## config.mk

```make
export PLATFORM = sky130hd
export DESIGN_NAME = searchable_ordered_packet_queue
export DESIGN_NICKNAME = d
export VERILOG_FILES = /design/src/rtl/sopq_pkg.sv /design/src/rtl/searchable_ordered_packet_queue.sv
export SDC_FILE = /design/constraint.sdc
export NUM_CORES = 1
export LEC_CHECK = 0
export BUFFER_PORTS_ARGS = -buffer_cell sky130_fd_sc_hd__buf_2
export CAP_MARGIN = 20
export CORE_MARGIN = 2
export CORE_UTILIZATION = 27
export CTS_CLUSTER_DIAMETER = 40
export CTS_CLUSTER_SIZE = 24
export DETAILED_ROUTE_END_ITERATION = 6
export GPL_TIMING_DRIVEN = 0
export PLACE_DENSITY = 0.53
export SLEW_MARGIN = 20
export SYNTH_ARGS = -nofsm -noshare
export SYNTH_HDL_FRONTEND = slang
export SYNTH_SLANG_ARGS = --single-unit
```

## constraint.sdc

```tcl
create_clock -name clk -period 10.4 [get_ports clk]
set_input_delay 2.08 -clock clk [delete_from_list [all_inputs] [get_ports clk]]
set_output_delay 2.08 -clock clk [all_outputs]
set_load 0.005 [all_outputs]
```

## src/rtl/sopq_pkg.sv

```systemverilog
// Package for the searchable ordered packet queue: command and status codes, stream widths.
package sopq_pkg;

  // Command codes carried on in_tuser
  typedef enum logic [1:0] {
    CMD_PUSH     = 2'd0,
    CMD_POP      = 2'd1,
    CMD_TAKE     = 2'd2,
    CMD_CONTAINS = 2'd3
  } cmd_t;

  // Status codes returned in the result transaction
  typedef enum logic [1:0] {
    ST_OK       = 2'd0,
    ST_FULL     = 2'd1,
    ST_EMPTY    = 2'd2,
    ST_NOTFOUND = 2'd3
  } status_t;

  localparam int unsigned KEY_W   = 16;
  localparam int unsigned HPORT_W = 16;
  localparam int unsigned COUNT_W = 5;
  localparam int unsigned IN_W    = 32;
  localparam int unsigned OUT_W   = 40;

endpackage

```

## src/rtl/searchable_ordered_packet_queue.sv

```systemverilog
// Searchable ordered packet queue: one entry memory with a search and compaction sequencer.
//
// Usage:
//   Input channel (in_*): one transaction per command. in_tuser holds the command
//   (push, pop, take newest matching id, contains id); in_tdata holds key_id and
//   handle_in. Result channel (out_*): exactly one transaction per command with
//   status, found flag, returned handle and id, and the entry count after the command.
//   Entries live in one memory of DEPTH words with a registered read port; entry 0
//   is the oldest. One command is in work at a time; in_tready is high only while
//   the sequencer is idle.
//   Work from input transaction to out_tvalid, one compare or one move per cycle:
//     push, or any command on an empty queue: straight to the response state
//     contains: entries scanned from the tail; take: scanned, then entries behind
//     the removed one moved; pop: the head, then all entries behind it moved.
//   The longest is a take of the head of a full queue; in_tready rises with out_tvalid.
//   Reset (rst_n low, synchronous) empties the queue and drops any pending result;
//   memory contents are not cleared, no clearing pass is needed.
//   A stalled receiver holds the result in the output register; the sequencer
//   waits with the next result until the register is free.
module searchable_ordered_packet_queue #(
  parameter int unsigned DEPTH        = 16,
  parameter int unsigned HANDLE_WIDTH = 16
) (
  input  logic                         clk,
  input  logic                         rst_n,
  // input channel
  input  logic                         in_tvalid,
  output logic                         in_tready,
  input  logic [sopq_pkg::IN_W-1:0]    in_tdata,   // key_id[15:0], handle_in[31:16]
  input  logic [1:0]                   in_tuser,   // cmd[1:0]
  // result channel
  output logic                         out_tvalid,
  input  logic                         out_tready,
  output logic [sopq_pkg::OUT_W-1:0]   out_tdata   // status[1:0], found[2],
                                                   // handle_out[18:3], id_out[34:19],
                                                   // count[39:35]
);

  localparam int unsigned AW = $clog2(DEPTH);
  localparam int unsigned CW = $clog2(DEPTH + 1);
  localparam int unsigned EW = sopq_pkg::KEY_W + HANDLE_WIDTH;
  localparam logic [CW-1:0] DEPTH_C = CW'(DEPTH);

  typedef enum logic [1:0] {
    S_IDLE,
    S_SEARCH,
    S_SHIFT,
    S_RESP
  } state_t;

  state_t                        state_r;
  sopq_pkg::cmd_t                cmd_r;
  logic [sopq_pkg::KEY_W-1:0]    key_r;
  logic [CW-1:0]                 occ_r;
  logic [AW-1:0]                 idx_r;

  // pending result
  sopq_pkg::status_t             res_status_r;
  logic                          res_found_r;
  logic [HANDLE_WIDTH-1:0]       res_hdl_r;
  logic [sopq_pkg::KEY_W-1:0]    res_id_r;

  logic                          out_tvalid_r;
  logic [sopq_pkg::OUT_W-1:0]    out_tdata_r;

  // entry memory
  logic [EW-1:0]                 mem [DEPTH];
  logic [EW-1:0]                 rd_data_r;
  logic [AW-1:0]                 rd_addr;
  logic                          wr_en;
  logic [AW-1:0]                 wr_addr;
  logic [EW-1:0]                 wr_data;

  logic                          in_fire;
  sopq_pkg::cmd_t                in_cmd;
  logic [sopq_pkg::KEY_W-1:0]    in_key;
  logic [31:0]                   in_hdl32;
  logic [HANDLE_WIDTH-1:0]       in_hdl;
  logic                          full;
  logic [CW-1:0]                 occ_m1;
  logic [CW-1:0]                 idx_p1;
  logic [CW-1:0]                 idx_p2;
  logic [sopq_pkg::KEY_W-1:0]    rd_id;
  logic [HANDLE_WIDTH-1:0]       rd_hdl;
  logic                          hit;
  logic [31:0]                   cnt32;
  logic [31:0]                   hdl32;
  logic                          resp_load;

  // input decode
  assign in_tready = (state_r == S_IDLE);
  assign in_fire   = in_tvalid && in_tready;
  assign in_cmd    = sopq_pkg::cmd_t'(in_tuser);
  assign in_key    = in_tdata[15:0];
  assign in_hdl32  = 32'(in_tdata[31:16]);
  assign in_hdl    = in_hdl32[HANDLE_WIDTH-1:0];

  assign full   = (occ_r == DEPTH_C);
  assign occ_m1 = occ_r - CW'(1);
  assign idx_p1 = CW'(idx_r) + CW'(1);
  assign idx_p2 = CW'(idx_r) + CW'(2);

  assign rd_id  = rd_data_r[EW-1:HANDLE_WIDTH];
  assign rd_hdl = rd_data_r[HANDLE_WIDTH-1:0];
  // pop always takes the head; take/contains compare the key
  assign hit    = (cmd_r == sopq_pkg::CMD_POP) || (rd_id == key_r);

  assign resp_load = !out_tvalid_r || out_tready;

  // memory address and write control
  always_comb begin
    rd_addr = '0;
    wr_en   = 1'b0;
    wr_addr = '0;
    wr_data = {in_key, in_hdl};
    case (state_r)
      S_IDLE: begin
        if (in_cmd == sopq_pkg::CMD_POP) begin
          rd_addr = '0;
        end else begin
          rd_addr = occ_m1[AW-1:0];
        end
        if (in_fire && in_cmd == sopq_pkg::CMD_PUSH && !full) begin
          wr_en   = 1'b1;
          wr_addr = occ_r[AW-1:0];
        end
      end
      S_SEARCH: begin
        if (hit) begin
          rd_addr = idx_p1[AW-1:0];
        end else begin
          rd_addr = idx_r - AW'(1);
        end
      end
      S_SHIFT: begin
        wr_en   = 1'b1;
        wr_addr = idx_r;
        wr_data = rd_data_r;
        rd_addr = idx_p2[AW-1:0];
      end
      default: begin
        rd_addr = '0;
      end
    endcase
  end

  // entry memory: one write port, one registered read port
  always_ff @(posedge clk) begin
    if (wr_en) begin
      mem[wr_addr] <= wr_data;
    end
    rd_data_r <= mem[rd_addr];
  end

  // sequencer and output register
  always_ff @(posedge clk) begin
    if (!rst_n) begin
      state_r      <= S_IDLE;
      occ_r        <= '0;
      out_tvalid_r <= 1'b0;
    end else begin
      // in the response state the load below decides tvalid
      if (out_tvalid_r && out_tready && state_r != S_RESP) begin
        out_tvalid_r <= 1'b0;
      end
      case (state_r)
        S_IDLE: begin
          if (in_fire) begin
            cmd_r       <= in_cmd;
            key_r       <= in_key;
            res_found_r <= 1'b0;
            res_hdl_r   <= '0;
            res_id_r    <= '0;
            case (in_cmd)
              sopq_pkg::CMD_PUSH: begin
                if (full) begin
                  res_status_r <= sopq_pkg::ST_FULL;
                end else begin
                  res_status_r <= sopq_pkg::ST_OK;
                  occ_r        <= occ_r + CW'(1);
                end
                state_r <= S_RESP;
              end
              sopq_pkg::CMD_POP: begin
                if (occ_r == '0) begin
                  res_status_r <= sopq_pkg::ST_EMPTY;
                  state_r      <= S_RESP;
                end else begin
                  idx_r   <= '0;
                  state_r <= S_SEARCH;
                end
              end
              default: begin
                if (occ_r == '0) begin
                  res_status_r <= sopq_pkg::ST_NOTFOUND;
                  state_r      <= S_RESP;
                end else begin
                  idx_r   <= occ_m1[AW-1:0];
                  state_r <= S_SEARCH;
                end
              end
            endcase
          end
        end
        // take/contains scan from the tail, one entry per cycle; pop matches the head
        S_SEARCH: begin
          if (hit) begin
            res_status_r <= sopq_pkg::ST_OK;
            res_found_r  <= 1'b1;
            if (cmd_r == sopq_pkg::CMD_CONTAINS) begin
              state_r <= S_RESP;
            end else begin
              res_hdl_r <= rd_hdl;
              res_id_r  <= rd_id;
              if (idx_p1 == occ_r) begin
                occ_r   <= occ_m1;
                state_r <= S_RESP;
              end else begin
                state_r <= S_SHIFT;
              end
            end
          end else if (idx_r == '0) begin
            res_status_r <= sopq_pkg::ST_NOTFOUND;
            state_r      <= S_RESP;
          end else begin
            idx_r <= idx_r - AW'(1);
          end
        end
        // close the gap: entry idx+1 moves to idx each cycle
        S_SHIFT: begin
          if (idx_p2 == occ_r) begin
            occ_r   <= occ_m1;
            state_r <= S_RESP;
          end else begin
            idx_r <= idx_p1[AW-1:0];
          end
        end
        S_RESP: begin
          if (resp_load) begin
            out_tvalid_r <= 1'b1;
            out_tdata_r  <= {cnt32[sopq_pkg::COUNT_W-1:0], res_id_r,
                             hdl32[sopq_pkg::HPORT_W-1:0], res_found_r, res_status_r};
            state_r      <= S_IDLE;
          end
        end
        default: begin
          state_r <= S_IDLE;
        end
      endcase
    end
  end

  assign cnt32 = 32'(occ_r);
  assign hdl32 = 32'(res_hdl_r);

  assign out_tvalid = out_tvalid_r;
  assign out_tdata  = out_tdata_r;

  // occupancy never passes the capacity
  a_occ_bound: assert property (@(posedge clk) disable iff (!rst_n)
    occ_r <= DEPTH_C)
    else $error("occupancy above capacity");

  // a successful push grows the queue by one
  a_push_grow: assert property (@(posedge clk) disable iff (!rst_n)
    in_fire && in_cmd == sopq_pkg::CMD_PUSH && !full |=> occ_r == $past(occ_r) + CW'(1))
    else $error("push did not grow occupancy");

  // the compaction cursor stays below the last stored entry
  a_shift_range: assert property (@(posedge clk) disable iff (!rst_n)
    state_r == S_SHIFT |-> idx_p2 <= occ_r)
    else $error("shift cursor out of range");

  // a new result only comes out of the response state
  a_resp_src: assert property (@(posedge clk) disable iff (!rst_n)
    $rose(out_tvalid_r) |-> $past(state_r == S_RESP))
    else $error("result raised outside response state");

endmodule
```

# --- Yosys cells after proc, flatten, opt, wreduce, memory -nomap -nowiden ---
# Memories as Yosys holds them, arrays and structs flattened. A register that Yosys moved wholly into a read port is not among the register bits.
# Index checks and enable logic that the tools add are counted.
word_totals:
  mem_count: 1
  output_inout_bits: 42
  ramBits: 512
  input_bits: 38
  register_bits: 105
classes:
  n_reduce_logical: 23
  muxes: 56
  n_addsub: 5
  eq_ne: 27
memory_table:
  columns: ["name", "depth", "word_bits", "rd", "rd_ports_with_merged_regs", "write_ports", "line", "source"]
  rows:
  - ["mem", 16, 32, 1, 1, 1, "searchable_ordered_packet_queue.sv:67", "logic [EW-1:0] mem [DEPTH];"]
op_table:
  columns: ["op", "n"]
  rows:
  - ["16-bit two-way mux", 5]
  - ["16-bit case mux with 2 select lines", 2]
  - ["4-bit two-way mux", 9]
  - ["5-bit two-way mux", 7]
  - ["32-bit two-way mux", 1]
  - ["2-bit != test, second input constant", 12]
  - ["4-bit case mux with 3 select lines", 2]
  - ["2-bit two-way mux", 11]
  - ["16-bit == test", 1]
  - ["4-bit case mux with 2 select lines", 2]
  - ["8-bit AND reduction", 2]
  - ["5-bit case mux with 3 select lines", 1]
  - ["1-bit two-way mux", 11]
  - ["5-bit == test", 2]
  - ["2-bit case mux with 2 select lines", 2]
  - ["2-bit case mux with 4 select lines", 1]
  - ["4-bit AND reduction", 2]
  - ["2-bit by 1-bit == test with 1-bit output, second input constant", 3]
  - ["2-bit == test, second input constant", 3]
  - ["3-bit AND reduction", 2]
  - ["6-bit AND reduction", 1]
  - ["4-bit by 1-bit adder with 5-bit output, second input constant", 1]
  - ["4-bit by 2-bit adder with 5-bit output, second input constant", 1]
  - ["5-bit by 1-bit adder with 5-bit output, second input constant", 1]
  - ["17 further kinds", 26]

# --- Logic depth before layout (Yosys ltp) ---
# Gate-level depths: netlist (run 1).
depth:
  ltp_word: 8
  ltp_mapped: 14

# --- Least setup slack after synthesis (run 1) ---
# No wires, ideal clock.
synth_path:
  path_type: "input -> register"
  start: "input port rst_n"
  end: "register out_tdata_r, in the netlist out_tdata[0] (enable)"
  path_slack_ns: 4.946
  required_time_ns: 9.913
  arrival_time_ns: 4.967
  path_stages: 2
  setup_ns: 0.487
  path_cell_list: "inv_1 > nor3_1"
synth_via:
  elab_chain_cells: 1
synth_rtl:
  columns: ["item", "line", "source"]
  rows:
  - ["from (decl)", "searchable_ordered_packet_queue.sv:25", "input logic rst_n,"]
  - ["3-bit AND reduction (no source line)", null, null]
  - ["to (signal assigned)", "searchable_ordered_packet_queue.sv:241", "out_tdata_r <= {cnt32[sopq_pkg::COUNT_W-1:0], res_id_r,"]
  - ["to (decl)", "searchable_ordered_packet_queue.sv:64", "logic [sopq_pkg::OUT_W-1:0] out_tdata_r;"]
# No other way between the ends.
# A chain may end at the register's enable or synchronous reset.

# --- Worst setup path in the final report (run 1) ---
layout_path:
  start: "input port in_tuser[1]"
  end: "register rd_data_r[8] (read register of mem)"
layout_via:
  elab_chain_cells: 3
layout_rtl:
  columns: ["item", "line", "source"]
  rows:
  - ["from (decl)", "searchable_ordered_packet_queue.sv:30", "input logic [1:0] in_tuser,"]
  - ["2-bit by 1-bit == test with 1-bit output", "searchable_ordered_packet_queue.sv:118", "if (in_cmd == sopq_pkg::CMD_POP) begin"]
  - ["4-bit two-way mux", "searchable_ordered_packet_queue.sv:118", null]
  - ["4-bit case mux with 3 select lines", "searchable_ordered_packet_queue.sv:116", "case (state_r)"]
  - ["to (decl)", "searchable_ordered_packet_queue.sv:68", "logic [EW-1:0] rd_data_r;"]
# No other way between the ends.

==> impl_results.md, run 1 <==
* Status: completed
* PortBufs at 79
* XOR/XNOR Fraction of Synth Area at approximately 1.2%
* Post-Synth Simple-Gate Area at 7.76%
* Detailed Route Iter0 Violations at 1548
* GP Congestion at ~0.85
* TritonCTS clock tree: yes
* CP top delay family: buffers and inverters
* Detailed-route DRC error count at 0
* Tcrit/Tclk final at 44.5%
* Cell breakdown of the critical path: buf_2, nand2b_1, nand2_1, o21ai_0, nor2_1, a211o_1, buf_2, nor2_4, buf_1, a32oi_1, nand4b_1
* Cell internal pwr at 6.52 mW
* Max rail drop VDD at between 0.15 and 0.2 mV
* Drt via density at 4.80
* Syn_nets at between 1500 and 2000
* Clock buffer depth at 3
* Rows at 113
* Total Power at 10.8 mW
* Measured slew at the worst slew-check pin at 1.13 ns
* PostCTS Resize Cnt at 0
* Final Hold Fails at 0
* Register Area at 19100 sq um
* Multi-input combinational cell area at 6440 sq um
* Antenna cells at 0
* Worst path max stage delay at 0.71 ns
* Worst Setup Slack, final at between 5 and 6 ns
* Vias in the first global route at 15200
* Compound-gate portion of the synthesized area at 5.33%
* Share of layout cells above drive strength 1 at 23.1%
* Largest net degree at the start of global routing at 20
* Min Hold Slack at between 0.4 and 0.5 ns
* CP Max Fanout at 10
* Slowest CP cell: buf_1
* Reg-to-Reg End: rd_data_r[8]$_DFF_P_
* Yosys warnings at 0
* Crit path to: rd_data_r[8]$_DFF_P_
* Final instance count without filler cells at 3142
* Post-DP Area at 28900 sq um
* Post-CTS setup buffer count at 0
* Unrepaired setup endpoints after global routing: false
* Post-synth EDFFs at just over 600
* R2R cell count at 11
* Hold_buf cts at 0
* Post-Syn Instances at 1617
* DIE WIDTH at around 310 um
* P&R area growth vs syn at 22.0%
* Final WL at 74300 um
* NetSw at 4.24 mW
* CTS H-tree depth at 3
* Finish-stage setup viols at 0
* Hold Path Depth at 0
* Reg2Reg Setup Slack at 6.19 ns
* Die Area at 98600 sq um
* Number of distinct library cells after synthesis at 77
* Sequential power share at 33.5%
* Setup Skew at roughly 0.020 ns
* Final setup TNS at 0 ns
* Die Height at 314 um
* Inst Count DP at roughly 3000
* Synth top area share at around 70%
* Num CTS Buffers at 78
* Number of synthesized register bits at ~650
* Ys async rst share at 0%
* Critical setup path kind: in -> reg
* Mapped Avg Cell Area at 16.0 sq um
* Core area at 95200 sq um
* Design area at 31600 sq um
* Primary FF master, synth: edfxtp_1
* Leakage power at 10.7 nW
* Critical path capture point type: flop
* Final min period at about 4.6 ns
* Top-count cell post-synth: edfxtp_1
* Worst EP arrival at slightly above 5 ns
* Combinational share of power at 40.4%
* Hold Crit Class: reg -> reg
* Vias at 15100
* Core Util, Final at 33.3%
* GRT Total Usage at 14.9%
* Crit path launch type: input port
* Initial antenna violation count at 5
* DR WL/cell at 23.7 um
* First-pass iteration count of the detailed router at 5
* Area leader, netlist: edfxtp_1
* Filler cell count at slightly above 9000
* Dpl hpwl at between 50000 and 60000 um
* MaxCap Viol Count at 0
* Clock Latency Late Sink at 0.63 ns
* First-pass GRT wire length at 106000 um
* Largest family of logic cells by synthesized area: multiplexers
* CTS root buf: clkbuf_16
* Starting Density at roughly 27%
* Antenna viol nets, final at 0
* Mux contribution to synthesized area at 9.38%
* Net Sw Frac at around two fifths
* Most used cell, CP: buf_2
* Grt ovf at 0
* Critical Path Source: in_tuser[1]
* Slew HR at 24.6%
* Fmax achieved at ~0.22 GHz
* CP Buf/Inv Count at 3
* Worst EP required at 10.95 ns
* Top cells by area, synth: edfxtp_1, mux2i_1, mux2_2
* CTS clk-pin slew, worst paths at 0.07 ns
* Worst slack, placed at between 5 and 6 ns
* Synthesized cell area at 25900 sq um
* Sequential fraction of the synthesis area at 73.6%
* Clock sink total at 649
* I/O pin count at 80
* Adder-cell share of the synthesized area at less than 1%
* Max-slew violation count at 0
* Most frequent cells after synthesis: edfxtp_1, nand2_1, mux2i_1, mux2_2, nand3_1
* Levels on crit path at 11
* Power per Cell Area at approximately 340 nW/um^2
* Nets at 1863
* Worst r2r src: rd_data_r[28]$_DFF_P_
* Clk pwr share at 26.1%
[power groups by stage]
stage | clock (mW) | sequential, mW | combinational [mW]
2_1_floorplan | 0 | 3.58 | 2.70
3_5_place_dp | 0 | 3.65 | 4.35
3_3_place_gp | 0 | 3.67 | 4.17
6_report | 2.80 | 3.60 | 4.35
5_1_grt | 2.96 | 3.63 | 4.63
4_1_cts | 2.85 | 3.60 | 4.37
[state kept, by name, summed over array words and instances (netlist names)]
signal and cells:
mem 512, out_tdata 40, rd_data_r 32, key_r 16, res_hdl_r 16, res_id_r 16, occ_r 5, idx_r 4
cmd_r 2, res_status_r 2, state_r 2, out_tvalid 1, res_found_r 1
[final cells by class]
type	count	share of cell area, %
plain buffers	93	1.59
clock buffers	86	6.56
clock inverters	59	2.10
inverters	13	0.154
multi-input cells	862	20.4
flip-flops and latches	649	60.3
well taps	1265	5.00
repair buffers	115	3.92
[layer usage]
| layer | wire [um] | part of all wire, % | GRT usage (%) |
|---|---|---|---|
| met1 | 31900 | 43 | 19.2 |
| met3 | 5460 | 7.3 | 3.64 |
| met5 | 35 | 0.047 | 0 |
| met2 | 34000 | 46 | 23.8 |
| met4 | 2960 | 4.0 | 6.68 |
[cells by family (layout without fill, tap and decap cells)]
group	after synthesis	after routing
AOI/OAI and AO/OA	187	187
muxes	226	226
and+or+nand+nor	402	402
xor gates and xnor gates	34	34
buffers and inverters	106	366
DFF	649	649
adders and majority gates	13	13
[placed cells by master, fill, tap and decap left out, drive strengths merged, types with 3 or more instances in the layout]
master	netlist	final
edfxtp	609	609
buf	64	179
nand2	170	170
mux2i	143	143
clkbuf	29	115
mux2	77	77
nand3	70	70
nor2	43	43
inv	13	42
dfxtp	40	40
and2	38	38
a21oi	30	30
o22ai	24	24
xor2	22	22
o32ai	22	22
a211oi	22	22
a32oi	19	19
o21ai	18	18
clkinv	0	17
or4	14	14
ha	13	13
xnor2	11	11
and3	11	11
a2bb2oi	11	11
nor3	11	11
clkinvlp	0	10
a21boi	9	9
nand4	9	9
nand4b	9	9
mux4	6	6
nor4	6	6
o211ai	5	5
nor2b	4	4
a31oi	4	4
or3	3	3
nor3b	3	3
bufinv	0	3
nand2b	3	3
[worst min-delay path by stage]
stage | startpoint | to | slack, ns
final | res_id_r[1]$_SDFFCE_PN0P_ | out_tdata[20]$_DFFE_PP_ | 0.42
after global routing | res_id_r[8]$_SDFFCE_PN0P_ | out_tdata[27]$_DFFE_PP_ | 0.43
after CTS | res_id_r[15]$_SDFFCE_PN0P_ | out_tdata[34]$_DFFE_PP_ | 0.42
after detailed placement | res_id_r[7]$_SDFFCE_PN0P_ | out_tdata[26]$_DFFE_PP_ | 0.40
after global placement | res_found_r$_DFFE_PP_ | out_tdata[2]$_DFFE_PP_ | 0.40
after floorplan | res_status_r[0]$_DFFE_PP_ | out_tdata[0]$_DFFE_PP_ | 0.40
Power figures use the tool's default switching activity.
==> run 2: changes to the inputs <==
--- a/config.mk
+++ b/config.mk
@@ -13,7 +13,7 @@
 export CTS_CLUSTER_SIZE = 24
 export DETAILED_ROUTE_END_ITERATION = 6
 export GPL_TIMING_DRIVEN = 0
-export PLACE_DENSITY = 0.53
+export PLACE_DENSITY = 0.54
 export SLEW_MARGIN = 20
 export SYNTH_ARGS = -nofsm -noshare
 export SYNTH_HDL_FRONTEND = slang
==> constraint.sdc (replaced) <==
create_clock -name clk -period 3.8 [get_ports clk]
set_input_delay 0.76 -clock clk [delete_from_list [all_inputs] [get_ports clk]]
set_output_delay 0.76 -clock clk [all_outputs]
set_load 0.005 [all_outputs]
==> run 2 against run 1 <==
Compared with the run above:
- routed wire length increased by 0.71%
- sequential power increased to 2.7 times the previous value
- critical path depth unchanged
- first-iteration DRC count increased by 10%
- design area increased by 0.55%
- largest cell class unchanged
- register-to-register slack got worse by 6.1 ns
- highest routed layer unchanged
- non-clock buffer count increased by 9
- clock-buffer cell count decreased by 1
==> impl_results.md, run 2 (same netlist as run 1, synthesis figures left out) <==
* CTS clk-pin slew, worst paths at 0.07 ns (about the same)
* Dpl hpwl at 50100 um (-0.40%)
* Final min period at 3.68 ns
* Fmax achieved at between 0.2 and 0.3 GHz
* Tcrit/Tclk final at between 90% and 100%
* Status: completed
* Core Util, Final at 33.4% (+0.18 points)
* Slowest CP cell: dfxtp_1
* Max Used Layer: met5
* Hold Crit Class: in -> reg
* Final setup TNS at 0 ns (unchanged)
* P&R area growth vs syn at 22.7%
* Antenna cells at 0 (unchanged)
* First-pass GRT wire length at 107000 um (+1.5%)
* GP Congestion at 0.849 (about the same)
* Setup Skew at 0.0246 ns (+0.00497 ns)
* Most frequent cells in the layout: edfxtp_1, nand2_1, mux2i_1
* TritonCTS clock tree: yes
* DIE WIDTH at 314 um (unchanged)
* Final WL at 74900 um (+0.71%)
* Die Area at 98600 sq um (unchanged)
* Detailed-route DRC error count at 0 (unchanged)
* Cell breakdown of the critical path: xor2_1, nor4_2, and4_1, buf_6, mux2_2, nor2_4, clkbuf_4, clkbuf_2, nand3_1, a32oi_1, nand4b_1
* PortBufs at 79 (unchanged)
* CP top delay family: simple AND/OR/NAND/NOR gates
* Clock Latency Late Sink at 0.62 ns (about the same)
* Power per Cell Area at 931 nW/um^2 (+170%)
* CP Buf/Inv Count at 3 (unchanged)
* Crit path launch type: flop
* Starting Density at 27.3% (unchanged)
* Leading cell type in the layout, fill and taps excluded: edfxtp_1
* Max rail drop VDD at 0.453 mV (+170%)
* Measured slew at the worst slew-check pin at 0.972 ns (-0.159 ns)
* Nets at 1871 (+0.43%)
* Min Hold Slack at 0.326 ns (-0.0921 ns)
* Share of layout cells above drive strength 1 at 24.3% (+1.2 points)
* Clock sink total at 649 (unchanged)
* CTS H-tree depth at 3 (unchanged)
* I/O pin count at 80 (unchanged)
* Total Power at 29.6 mW (+180%)
* Slew HR at 35.2% (+11 points)
* Critical setup path kind: reg -> reg
* CP Max Fanout at 10 (unchanged)
* DR WL/cell at 23.8 um (+0.52%)
* Final Hold Fails at 0 (unchanged)
* Detailed Route Iter0 Violations at 1707 (+10%)
* Worst EP arrival at 4.16 ns (-1.02 ns)
* Worst slack, placed at -0.447 ns (-5.62 ns)
* Core area at 95200 sq um (unchanged)
* Max-slew violation count at 0 (unchanged)
* Largest net degree at the start of global routing at 21 (+5.0%)
* MaxCap Viol Count at 0 (unchanged)
* Num CTS Buffers at 77 (-1.3%)
* Most flops, register: mem
* Met2 routed WL at 35100 um (+3.3%)
* Worst path max stage delay at 0.51 ns (-0.20 ns)
* Grt ovf at 0 (unchanged)
* Vias at 15200 (+1.0%)
* Worst Setup Slack, final at 0.116 ns (-5.66 ns)
* Finish-stage setup viols at 0 (unchanged)
* Clock buffer depth at 3 (unchanged)
* Met1 wire length at 31600 um (-0.80%)
* Filler cell count at 9054 (-0.077%)
* Worst EP required at 4.28 ns (-6.67 ns)
* Vias in the first global route at 15100 (-0.89%)
* Critical path capture point type: flop
* First-pass iteration count of the detailed router at 6 (+1)
* Leakage power at 10.8 nW (+0.74%)
* CTS root buf: clkbuf_16
* GRT Total Usage at 15.0% (+0.055 points)
* Initial antenna violation count at 6 (+1)
* Rows at 113 (unchanged)
* Metal3 WL at 5590 um (+2.5%)
* Max reg flops at 512 (unchanged)
* Die Height at 314 um (unchanged)
* Drt via density at 4.84 (+0.84%)
* Antenna viol nets, final at 0 (unchanged)
==> run 2: cell count changes in the layout (fill, tap and decap cells not counted), sizes merged <==
cell | before | now
inv | 42 | 31
buf | 179 | 183
bufinv | 3 | 7
clkbuf | 115 | 119
clkinv | 17 | 20
clkinvlp | 10 | 12
==> run 2: area by class of cell <==
class	instances	area, sq um	share of cell area (%)
inverter	13	48.8	0.153
clock inverter	57	692	2.17
sequential	649	19100	60.0
tap	1265	1580	4.97
multi-input combinational	862	6500	20.4
clock buffer	85	2000	6.28
buffer	91	534	1.68
timing repair buffer	126	1370	4.31
==> run 2: stage by stage <==
step / instance area, sq um / cells
after global placement: 27900 / 2961
after floorplan: 25900 / 1617
final: 31800 / 3148
after CTS: 31600 / 3136
after detailed placement: 28900 / 2994
after global routing: 31800 / 3148
==> run 2: final timing paths <==
check	cells past startpoint	slack, ns	endpoint	from
hold / removal	1	0.33	key_r[5]$_DFFE_PP_	in_tdata[5]
setup reg to reg	11	0.12	rd_data_r[8]$_DFF_P_	rd_data_r[28]$_DFF_P_
setup / recovery	11	0.12	rd_data_r[8]$_DFF_P_	rd_data_r[28]$_DFF_P_
hold reg to reg	0	0.42	out_tdata[1]$_DFFE_PP_	res_status_r[1]$_DFFE_PP_
==> run 2: per-layer routing <==
layer | up-vias | global-route usage [%]
met5 | - | 0
met1 | 7734 | 19.9
met4 | 6 | 5.84
li1 | 6682 | -
met2 | 660 | 24.3
met3 | 147 | 2.76
==> run 2: what timing repair did <==
item	4_1_cts	5_1_grt
pin swaps	2	11
buffers inserted	1	13
setup endpoints to repair	67	337
gates resized for setup	15	20
hold buffers	0	0
==> run 2: power by group <==
group / leakage [nW] / internal [mW] / switching [mW] / total [mW]
sequential: 5.86 / 9.40 / 0.429 / 9.83
clock: 1.28 / 4.43 / 3.17 / 7.60
combinational: 3.69 / 4.22 / 7.98 / 12.2
total: 10.8 / 18.1 / 11.6 / 29.6
